[src/design/cmb_pkg.sv]
// ----------------------------------------------------------------------------
// cmb_pkg
// Shared types and constants for the coverage accumulate / mask / blend unit.
// ----------------------------------------------------------------------------
package cmb_pkg;

  localparam logic [31:0] ROW_START_COVERAGE = 32'd131072;
  localparam logic [9:0]  MASK_LIMIT         = 10'd512;
  localparam logic [31:0] RULED_SPAN         = 32'd1024;
  localparam logic [7:0]  MASK_OPAQUE        = 8'hFF;
  localparam logic [7:0]  MASK_NONE          = 8'h00;

  // Register indexes on the configuration port (byte address 4*index)
  typedef enum logic [1:0] {
    REG_FILL_MODE      = 2'd0,
    REG_SOURCE_COLOR   = 2'd1,
    REG_GLOBAL_ALPHA   = 2'd2,
    REG_FILL_RULE_MASK = 2'd3
  } reg_idx_t;

  typedef struct packed {
    logic        fill_mode;
    logic [31:0] source_color;
    logic [7:0]  global_alpha;
    logic [31:0] fill_rule_mask;
  } cfg_t;

  typedef struct packed {
    logic signed [31:0] cell_delta;
    logic        [31:0] dst_pixel;
    logic               row_start;
  } in_item_t;

  typedef struct packed {
    logic [31:0] out_pixel;
    logic        write_enable;
    logic [7:0]  mask_value;
  } out_item_t;

  // Entry passed from the front part to the back part
  typedef struct packed {
    logic [9:0]  coverage_mag;
    logic [31:0] dst_pixel;
    logic        box;
  } qent_t;

endpackage

[src/design/coverage_accumulate_mask_blend_unit.sv]
// ----------------------------------------------------------------------------
// coverage_accumulate_mask_blend_unit
// Solid-color fill pixel unit with analytic coverage accumulation.
// ----------------------------------------------------------------------------
// Takes one pixel item per cycle while pixel_stall is low and gives one result
// per pixel, in order. A pixel passes through the coverage stage, the queue,
// the mask register and the output register. The running coverage adder is
// the only feedback, so the sustained rate is one pixel per clock when nothing
// stalls. The queue of QUEUE_DEPTH entries between the coverage front and the
// blend back lets the pixel side keep streaming while a stalled result holds.
// Configuration is to be written through the APB port only while no pixel is
// in flight; the user is bound to this, the block itself does not enforce it.
// ----------------------------------------------------------------------------
module coverage_accumulate_mask_blend_unit
  import cmb_pkg::*;
#(
  parameter int QUEUE_DEPTH = 4
) (
  input  logic        clk,
  input  logic        rst,
  input  logic        pixel_valid,
  output logic        pixel_stall,
  input  in_item_t    pixel,
  output logic        result_valid,
  input  logic        result_stall,
  output out_item_t   result,
  input  logic        psel,
  input  logic        penable,
  input  logic        pwrite,
  input  logic [3:0]  paddr,
  input  logic [31:0] pwdata,
  output logic [31:0] prdata,
  output logic        pready
);

  cfg_t  cfg;
  logic  push;
  qent_t push_data;
  logic  q_full;
  logic  pop;
  qent_t q_data;
  logic  q_nonempty;

  cmb_cfg u_cfg (
    .clk     (clk),
    .rst     (rst),
    .psel    (psel),
    .penable (penable),
    .pwrite  (pwrite),
    .paddr   (paddr),
    .pwdata  (pwdata),
    .prdata  (prdata),
    .pready  (pready),
    .cfg     (cfg)
  );

  cmb_front u_front (
    .clk         (clk),
    .rst         (rst),
    .cfg         (cfg),
    .pixel_valid (pixel_valid),
    .pixel_stall (pixel_stall),
    .pixel       (pixel),
    .push        (push),
    .push_data   (push_data),
    .q_full      (q_full)
  );

  cmb_queue #(
    .DEPTH (QUEUE_DEPTH)
  ) u_queue (
    .clk       (clk),
    .rst       (rst),
    .push      (push),
    .push_data (push_data),
    .full      (q_full),
    .pop       (pop),
    .pop_data  (q_data),
    .nonempty  (q_nonempty)
  );

  cmb_back u_back (
    .clk          (clk),
    .rst          (rst),
    .cfg          (cfg),
    .q_nonempty   (q_nonempty),
    .q_data       (q_data),
    .pop          (pop),
    .result_valid (result_valid),
    .result_stall (result_stall),
    .result       (result)
  );

endmodule

[src/design/cmb_cfg.sv]
// ----------------------------------------------------------------------------
// cmb_cfg
// APB register file holding fill mode, source color, global alpha and rule mask.
// ----------------------------------------------------------------------------
module cmb_cfg
  import cmb_pkg::*;
(
  input  logic        clk,
  input  logic        rst,
  input  logic        psel,
  input  logic        penable,
  input  logic        pwrite,
  input  logic [3:0]  paddr,
  input  logic [31:0] pwdata,
  output logic [31:0] prdata,
  output logic        pready,
  output cfg_t        cfg
);

  reg_idx_t reg_idx;
  logic     wr_en;

  assign reg_idx = reg_idx_t'(paddr[3:2]);
  assign pready  = 1'b1;
  assign wr_en   = psel && penable && pwrite && pready;

  always_ff @(posedge clk) begin
    if (rst) begin
      cfg.fill_mode      <= 1'b1;
      cfg.source_color   <= 32'h0000_0000;
      cfg.global_alpha   <= 8'hFF;
      cfg.fill_rule_mask <= 32'hFFFF_FFFF;
    end else if (wr_en) begin
      case (reg_idx)
        REG_FILL_MODE:      cfg.fill_mode      <= pwdata[0];
        REG_SOURCE_COLOR:   cfg.source_color   <= pwdata;
        REG_GLOBAL_ALPHA:   cfg.global_alpha   <= pwdata[7:0];
        REG_FILL_RULE_MASK: cfg.fill_rule_mask <= pwdata;
        default: ;
      endcase
    end
  end

  always_comb begin
    case (reg_idx)
      REG_FILL_MODE:      prdata = {31'd0, cfg.fill_mode};
      REG_SOURCE_COLOR:   prdata = cfg.source_color;
      REG_GLOBAL_ALPHA:   prdata = {24'd0, cfg.global_alpha};
      REG_FILL_RULE_MASK: prdata = cfg.fill_rule_mask;
      default:            prdata = 32'd0;
    endcase
  end

endmodule

[src/design/cmb_front.sv]
// ----------------------------------------------------------------------------
// cmb_front
// Accepts pixel items, updates the running coverage and forms the clamped
// coverage magnitude that the back part turns into a mask.
// ----------------------------------------------------------------------------
module cmb_front
  import cmb_pkg::*;
(
  input  logic     clk,
  input  logic     rst,
  input  cfg_t     cfg,
  input  logic     pixel_valid,
  output logic     pixel_stall,
  input  in_item_t pixel,
  output logic     push,
  output qent_t    push_data,
  input  logic     q_full
);

  logic        s1_valid;
  logic [31:0] s1_dst;
  logic        s1_box;
  logic [31:0] running_coverage;
  logic [31:0] running_coverage_next;
  logic        accept;
  logic [31:0] shifted;
  logic [31:0] ruled;
  logic [11:0] centered;
  logic [9:0]  mag;

  assign pixel_stall = s1_valid && q_full;
  assign accept      = pixel_valid && !pixel_stall;
  assign push        = s1_valid && !q_full;

  assign running_coverage_next =
      (pixel.row_start ? ROW_START_COVERAGE : running_coverage) + 32'(pixel.cell_delta);

  always_ff @(posedge clk) begin
    if (rst) begin
      s1_valid         <= 1'b0;
      running_coverage <= ROW_START_COVERAGE;
    end else begin
      if (accept) begin
        s1_valid <= 1'b1;
      end else if (push) begin
        s1_valid <= 1'b0;
      end
      // box fill leaves the coverage untouched
      if (accept && cfg.fill_mode) begin
        running_coverage <= running_coverage_next;
      end
    end
  end

  always_ff @(posedge clk) begin
    if (accept) begin
      s1_dst <= pixel.dst_pixel;
      s1_box <= !cfg.fill_mode;
    end
  end

  // |ruled - 512| clamped to 512; only ruled in 1..1023 stays below the clamp
  always_comb begin
    shifted  = 32'($signed(running_coverage) >>> 8);
    ruled    = shifted & cfg.fill_rule_mask;
    centered = {1'b0, ruled[10:0]} - {2'b00, MASK_LIMIT};
    if (ruled <= RULED_SPAN) begin
      mag = centered[11] ? 10'(12'd0 - centered) : centered[9:0];
    end else begin
      mag = MASK_LIMIT;
    end
  end

  assign push_data.coverage_mag = mag;
  assign push_data.dst_pixel    = s1_dst;
  assign push_data.box          = s1_box;

endmodule

[src/design/cmb_queue.sv]
// ----------------------------------------------------------------------------
// cmb_queue
// Short FIFO between the front and back parts.
// ----------------------------------------------------------------------------
module cmb_queue
  import cmb_pkg::*;
#(
  parameter int DEPTH = 4
) (
  input  logic  clk,
  input  logic  rst,
  input  logic  push,
  input  qent_t push_data,
  output logic  full,
  input  logic  pop,
  output qent_t pop_data,
  output logic  nonempty
);

  localparam int PW = (DEPTH > 1) ? $clog2(DEPTH) : 1;
  localparam int CW = $clog2(DEPTH + 1);
  localparam logic [PW-1:0] LAST = PW'(DEPTH - 1);

  qent_t         entries [DEPTH];
  logic [PW-1:0] wr_ptr;
  logic [PW-1:0] rd_ptr;
  logic [CW-1:0] count;

  assign full     = (count == CW'(DEPTH));
  assign nonempty = (count != '0);
  assign pop_data = entries[rd_ptr];

  always_ff @(posedge clk) begin
    if (rst) begin
      wr_ptr <= '0;
      rd_ptr <= '0;
      count  <= '0;
    end else begin
      if (push) begin
        wr_ptr <= (wr_ptr == LAST) ? '0 : wr_ptr + 1'b1;
      end
      if (pop) begin
        rd_ptr <= (rd_ptr == LAST) ? '0 : rd_ptr + 1'b1;
      end
      if (push && !pop) begin
        count <= count + 1'b1;
      end else if (pop && !push) begin
        count <= count - 1'b1;
      end
    end
  end

  always_ff @(posedge clk) begin
    if (push) begin
      entries[wr_ptr] <= push_data;
    end
  end

endmodule

[src/design/cmb_back.sv]
// ----------------------------------------------------------------------------
// cmb_back
// Forms the 8-bit mask, blends the source color over the destination pixel
// and holds the result in an output register.
// ----------------------------------------------------------------------------
module cmb_back
  import cmb_pkg::*;
(
  input  logic      clk,
  input  logic      rst,
  input  cfg_t      cfg,
  input  logic      q_nonempty,
  input  qent_t     q_data,
  output logic      pop,
  output logic      result_valid,
  input  logic      result_stall,
  output out_item_t result
);

  logic        m_valid;
  logic [7:0]  m_mask;
  logic [31:0] m_dst;
  logic        m_box;
  logic        m_ready;
  logic        o_ready;
  logic        m_advance;
  logic [17:0] scaled;
  logic [7:0]  mask_calc;
  logic [31:0] blended;
  out_item_t   result_next;

  assign o_ready   = !result_valid || !result_stall;
  assign m_advance = m_valid && o_ready;
  assign m_ready   = !m_valid || o_ready;
  assign pop       = q_nonempty && m_ready;

  // (mag * (alpha << 7)) >> 16 is (mag * alpha) >> 9
  assign scaled    = 18'(q_data.coverage_mag) * 18'(cfg.global_alpha);
  assign mask_calc = q_data.box ? cfg.global_alpha : scaled[16:9];

  always_ff @(posedge clk) begin
    if (rst) begin
      m_valid      <= 1'b0;
      result_valid <= 1'b0;
    end else begin
      if (pop) begin
        m_valid <= 1'b1;
      end else if (m_advance) begin
        m_valid <= 1'b0;
      end
      if (m_advance) begin
        result_valid <= 1'b1;
      end else if (o_ready) begin
        result_valid <= 1'b0;
      end
    end
  end

  always_ff @(posedge clk) begin
    if (pop) begin
      m_mask <= mask_calc;
      m_dst  <= q_data.dst_pixel;
      m_box  <= q_data.box;
    end
    if (m_advance) begin
      result <= result_next;
    end
  end

  // Per channel: (s*m + d*(255-m)) >> 8, channels never carry into each other
  always_comb begin
    logic [15:0] lane;
    logic [7:0]  inv;
    inv     = MASK_OPAQUE - m_mask;
    blended = '0;
    for (int c = 0; c < 4; c++) begin
      lane = 16'(cfg.source_color[c*8 +: 8]) * 16'(m_mask)
           + 16'(m_dst[c*8 +: 8]) * 16'(inv);
      blended[c*8 +: 8] = lane[15:8];
    end
  end

  always_comb begin
    result_next.mask_value = m_mask;
    if (m_mask == MASK_NONE) begin
      result_next.out_pixel    = m_dst;
      result_next.write_enable = 1'b0;
    end else if (m_box && m_mask == MASK_OPAQUE) begin
      result_next.out_pixel    = cfg.source_color;
      result_next.write_enable = 1'b1;
    end else begin
      result_next.out_pixel    = blended;
      result_next.write_enable = 1'b1;
    end
  end

endmodule

[config.mk]
export PLATFORM = sky130hd
export DESIGN_NAME = coverage_accumulate_mask_blend_unit
export DESIGN_NICKNAME = d
export VERILOG_FILES = /design/src/design/cmb_pkg.sv /design/src/design/coverage_accumulate_mask_blend_unit.sv /design/src/design/cmb_cfg.sv /design/src/design/cmb_front.sv /design/src/design/cmb_queue.sv /design/src/design/cmb_back.sv
export SDC_FILE = /design/constraint.sdc
export NUM_CORES = 2
export LEC_CHECK = 0
export ABC_CLOCK_PERIOD_IN_PS = 12350
export BUFFER_PORTS_ARGS = -buffer_cell sky130_fd_sc_hd__buf_2
export CAP_MARGIN = 20
export CORE_MARGIN = 2
export CORE_UTILIZATION = 45
export DETAILED_ROUTE_END_ITERATION = 6
export PLACE_DENSITY = 0.64
export SETUP_SLACK_MARGIN = 0.3
export SYNTH_ARGS = -nofsm -noshare
export SYNTH_HDL_FRONTEND = slang
export SYNTH_SLANG_ARGS = --single-unit
[constraint.sdc]
create_clock -name clk -period 12.35 [get_ports clk]
set_input_delay 2.47 -clock clk [delete_from_list [all_inputs] [get_ports clk]]
set_output_delay 2.47 -clock clk [all_outputs]
set_load 0.01 [all_outputs]
# --- Word-level counts from Yosys, hierarchy flattened ---
# Memory sizes are Yosys's and may differ from the RTL's. A register that Yosys moved wholly into a read port is not among the register bits.
# Cells that the tools add are included.
word_totals:
  reg_bits: 230
  input_bits: 108
  ram_bits: 172
  out_inout_bits: 76
  word_cells: 103
  mem_count: 1
memory_table:
  columns: ["name", "words", "word_bits", "read_ports", "rd_clocked_by_memory_dff", "wr", "line_no", "text"]
  rows:
  - ["u_queue.entries", 4, 43, 1, 1, 1, "cmb_queue.sv:24", "qent_t entries [DEPTH];"]
classes:
  magnitude_cmp: 1
  n_addsub: 12
  n_mul: 9
  n_eq_ne: 7
  n_mux: 21
  n_reduce_logical: 32
  bitwise: 1
ops:
  columns: ["cell", "count"]
  rows:
  - ["$mul 8x8->16", 8]
  - ["$pmux 32 s4", 1]
  - ["$mux 33", 2]
  - ["$add 16x16->16", 4]
  - ["$add 32x32->32", 1]
  - ["$and 32x32->32", 1]
  - ["$le 32x11->1 const B", 1]
  - ["$mux 32", 1]
  - ["$mux 10", 2]
  - ["$mul 10x8->17", 1]
  - ["$sub 11x10->12 const B", 1]
  - ["$logic_and 1x1->1", 11]
  - ["$sub 1x10->10 const A", 1]
  - ["$eq 2x2->1 const B", 4]
  - ["$eq 8x8->1 const B", 1]
  - ["$logic_not 1->1", 8]
  - ["$logic_not 8->1", 1]
  - ["$mux 1", 8]
  - ["$mux 2", 4]
  - ["$mux 8", 1]
  - ["$reduce_and 2->1", 4]
  - ["$reduce_bool 2->1", 4]
  - ["$sub 8x8->8 const A", 1]
  - ["$mux 3", 2]
  - ["8 further kinds", 10]

# --- Longest topological paths before layout ---
depth:
  ltp_word: 7
  ltp_mapped: 23
  ltp_nobuf: 21

# --- By module ---
# From an unflattened synthesis, not the netlist that was laid out.
unflattened:
  cells_unflattened: 3510
  hier_area_um2: 37010.5
modules_own_cells:
  columns: ["mod", "n_inst", "seq_area_each_um2", "area_per_inst_um2", "cells_per_inst"]
  rows:
  - ["cmb_back", 1, 2502.4, 22240.1, 2369]
  - ["cmb_queue", 1, 5345.1, 6701.4, 269]
  - ["cmb_front", 1, 1651.6, 4451.8, 507]
  - ["cmb_cfg", 1, 1461.4, 3617.2, 365]

# --- Worst setup path before layout ---
# Ideal clock, no wire load.
synth_timing:
  path_kind: "register to register"
  startpoint: "reg u_back.m_mask[1]"
  endpoint: "reg u_back.result[16] (netlist name)"
  setup_ns: 0.255
  arrival_time_ns: 6.033
  period_less_slack_ns: 6.288
  slack_ns: 6.062
  path_buffers: 2
  stages_incl_launch_ff: 24
  cell_sequence: "edfxtp_1 clkbuf_1 clkbuf_1 nand2_1 fa_1 inv_1 ha_1 inv_1 fa_1 inv_1 fa_1 inv_1 fa_1 fa_1 inv_1 ha_1 a21o_1 a21o_1 a21oi_1 o21ai_0 a41o_1 o311a_1 nor4_1 and3b_1"
synth_lines:
  columns: ["element", "line_no", "text"]
  rows:
  - ["start, declared", "cmb_back.sv:21", "logic [7:0] m_mask;"]
  - ["start signal, assigned", "cmb_back.sv:61", "m_mask <= mask_calc;"]

==> impl_summary.log <==
[metrics] worst setup skew after layout: 21.9 ps
[metrics] initial cell density of the core: 0.452
[metrics] highest net fanout along the worst path: 47
[metrics] die outline area: 82900 um2
[metrics] Rows: 104
[metrics] largest net degree at the start of global routing: 68
[metrics] Worst Setup Slack, final: 5190 ps
[metrics] height of the die: 288 um
[metrics] main combinational cell family by area after synthesis: adder cells
[metrics] flops & latches, synth: 404
[metrics] proportion of layout cells with a drive suffix above 1: 0.0955
[metrics] EDFF count, synth: 287
[metrics] compound-gate portion of the synthesized area: 0.0536
[metrics] count of input and output buffers: 180
[metrics] top-level port count: 184
[metrics] Hold Buf Count CTS: 0
[metrics] clock insertion delay at the later pin of the skew report: 610 ps
[metrics] Layout Nets: 4489
[metrics] Synth Flop Type: edfxtp_1
[metrics] clk slew on worst S/H paths: 60 ps
[metrics] number of warning messages in the yosys log: 0
[metrics] Clock Root Buffer: clkbuf_16
[metrics] cell count after synthesis: 3549
[metrics] count of instances resized after the clock tree is built: 0
[metrics] Fmax: 0.140 GHz
[metrics] Total GRT Usage: 0.223
[metrics] number of vias per cell: 5.18
[metrics] count of antenna-violating nets left after detailed routing: 0
[metrics] number of pins exceeding their max-slew limit in the final report: 0
[metrics] maximum level of the CTS H-tree: 2
[metrics] worst endpoint data arrival time: 7490 ps
[metrics] Required @ worst endpoint: 12680 ps
[metrics] Syn-to-layout area delta: 9.27%
[metrics] Async S/R FF share, synth: 0
[metrics] remaining global-route overflow: 0
[metrics] Std-Cell Core Area: 80200 um2
[metrics] post-place setup slack: 5150 ps
[metrics] area share of xor/xnor cells in the synthesized design: 0.0164
[metrics] simple-gate area share of the yosys netlist: 0.163
[metrics] count of maximum capacitance violations: 0
[metrics] category of the most critical setup path: flop to flop
[metrics] part of the Yosys area used for sequential elements: 0.302
[metrics] TritonCTS sink count: 404
[metrics] count of distinct cell types in the synthesized netlist: 65
[metrics] Post-Route Setup TNS: 0 ps
[metrics] Setup crit end kind: flop
[metrics] DIE WIDTH: 288 um
[metrics] final hold vios: 0
[metrics] delay of the slowest critical-path stage: 680 ps
[metrics] residual DRC count: 0
[metrics] Post-Synth Adder-Cell Area: 0.344
[metrics] filler instances: 7487
[metrics] setup repair after global routing missed its margin: no
[metrics] run status: finished, final reports clean
[metrics] vias post-DR: 24500
[metrics] Final period util: 0.580
[metrics] total wirelength of the detailed-routed design: 89300 um
[metrics] Synth Cell Area: 36300 um2
[metrics] number of buffers on the longest clock path: 3
[metrics] initial DRC count: 1548
[metrics] via count of the first global-routing pass: 25500
[metrics] Inserted Clock Buffers: 47
[metrics] utilization of the core after routing: 0.494
[metrics] total setup buffers inserted after CTS: 0
[metrics] TritonCTS clock tree: done
[metrics] routability congestion estimate from global placement: 0.879
[metrics] detailed-route wire length per cell: 18.8 um
[metrics] min Tclk post-route: 7160 ps
[metrics] number of antenna violations at the first check in global routing: 6
[metrics] number of search-and-repair iterations in the first detailed-routing pass: 5
[metrics] final setup fails: 0
[metrics] detailed-placement wirelength estimate: 64000 um
[metrics] path category of the worst min-delay check: flop to flop
[metrics] CP Cell Sequence: buf_4 > nor2b_1 > ha_1 > inv_1 > fa_1 > inv_1 > ha_1 > fa_1 > inv_1 > fa_1 > inv_1 > fa_1 > ha_1 > a21o_1 > a21o_1 > a21o_1 > a21oi_1 > o21ai_0 > a41o_1 > o31ai_1 > mux2i_1 > nor3_1
[metrics] wire length of the first global-routing pass: 144000 um
[metrics] Startpoint Class: flop
[metrics] multiplexer share of the synthesized area: 0.0394
[metrics] slowest cell on the critical path: edfxtp_1
[metrics] worst-margin pin slew: 944 ps
[metrics] net count of the mapped netlist: 4396
[metrics] worst rel slew slack: 0.368
[metrics] Avg Cell Area, Syn: 10.2 um2
-- synth_stat cells (5+ instances only) --
library cell | count | area share
o21a_1 | 7 | 0.0014
xor2_1 | 29 | 0.0070
a21o_1 | 36 | 0.0075
dfxtp_1 | 117 | 0.065
inv_1 | 613 | 0.063
fa_1 | 428 | 0.24
and3_1 | 18 | 0.0031
clkbuf_1 | 154 | 0.016
mux4_2 | 44 | 0.027
a31oi_1 | 19 | 0.0033
and2_1 | 192 | 0.033
mux2i_1 | 37 | 0.010
a211oi_1 | 13 | 0.0027
nor2_1 | 91 | 0.0094
edfxtp_1 | 287 | 0.24
nor2b_1 | 251 | 0.043
a21oi_1 | 129 | 0.018
ha_1 | 311 | 0.11
nand4_1 | 8 | 0.0014
nand2b_1 | 71 | 0.012
mux2_2 | 6 | 0.0019
buf_1 | 15 | 0.0016
xnor2_1 | 39 | 0.0094
nor3_1 | 30 | 0.0041
a22o_1 | 10 | 0.0024
or3_1 | 17 | 0.0029
a211o_1 | 5 | 0.0012
o21ai_0 | 47 | 0.0065
o211ai_1 | 6 | 0.0012
nand3_1 | 65 | 0.0090
nand2_1 | 389 | 0.040
nor4_1 | 6 | 0.0010
-- through the flow --
stage	std cells	hold slack (ps)	area, um2
2_1_floorplan	3549	432	36300
3_3_place_gp	4653	438	38100
3_5_place_dp	4653	435	38100
4_1_cts	4735	450	39600
5_1_grt	4740	471	39600
6_report	4740	451	39600
-- cells by family (layout without fill, tap and decap cells) --
family,after synthesis,count (layout)
compound gates,312,312
xor+xnor,68,68
fa+ha+maj,739,739
buf+inv,785,911
flops,404,404
mux,87,87
other cells,1,6
simple gates,1153,1153
-- critical path: cells and delay by family, from the launching register on --
| family | cells | cell delay (ps) |
|---|---|---|
| AOI/OAI and AO/OA | 7 | 1810 |
| DFF | 1 | 680 |
| buffers and inverters | 5 | 760 |
| and+or+nand+nor | 2 | 530 |
| muxes | 1 | 110 |
| adders and majority gates | 7 | 2950 |
-- final timing paths --
kind,startpoint,end,slack [ps],cells after the start
max reg2reg,u_back.m_mask[0]$_DFFE_PP_,u_back.result[15]$_DFFE_PP_,5190,22
min,u_front.running_coverage[0]$_SDFFE_PP0P_,u_front.running_coverage[0]$_SDFFE_PP0P_,450,2
max,u_back.m_mask[0]$_DFFE_PP_,u_back.result[15]$_DFFE_PP_,5190,22
min reg2reg,u_front.running_coverage[0]$_SDFFE_PP0P_,u_front.running_coverage[0]$_SDFFE_PP0P_,450,2
-- area by class of cell --
class	count	area (um2)	area share
antenna	5	12.5	0.000316
clock buffer	61	1260	0.0318
clock inverter	21	210	0.00530
inverter	614	2300	0.0582
multi-input combinational	2360	22400	0.565
sequential	404	11000	0.277
tap	1060	1330	0.0335
timing repair buffer	215	1160	0.0294
-- sequential cells by signal, indices dropped and copies added, names as in the netlist, named ones only --
register and count:
u_front.running_coverage 32, u_back.m_mask 8, u_back.result_valid 1, u_front.s1_box 1, u_queue.entries 172, u_back.m_dst 32
u_queue.rd_ptr 2, u_queue.wr_ptr 2, u_queue.count 3, u_front.s1_valid 1, u_back.m_box 1, u_front.s1_dst 32
u_back.result 41, u_back.m_valid 1, u_cfg.cfg 73
-- cell usage in the layout, fill, tap and decap left out, types with 10 or more instances in the layout --
cell,instances
a211oi_1,13
a21o_1,36
a21oi_1,129
a22o_1,10
a31oi_1,18
and2_1,187
and3_1,18
buf_2,180
buf_4,35
clkbuf_1,11
clkbuf_16,47
dfxtp_1,115
edfxtp_1,287
fa_1,428
ha_1,311
inv_1,612
mux2i_1,37
mux4_2,44
nand2_1,389
nand2b_1,71
nand3_1,65
nor2_1,91
nor2b_1,251
nor3_1,30
o21ai_0,47
or3_1,17
xnor2_1,39
xor2_1,29
-- layer usage --
layer | track usage | part of all wire | up-vias
met4 | 0.0909 | 0.041 | 0
met5 | 0 | 0 | -
li1 | - | - | 11500
met3 | 0.0261 | 0.041 | 160
met1 | 0.299 | 0.44 | 12300
met2 | 0.371 | 0.48 | 521
Power is not shown: default switching activity piles up to over one toggle a cycle in this logic, so the estimate is an artifact.
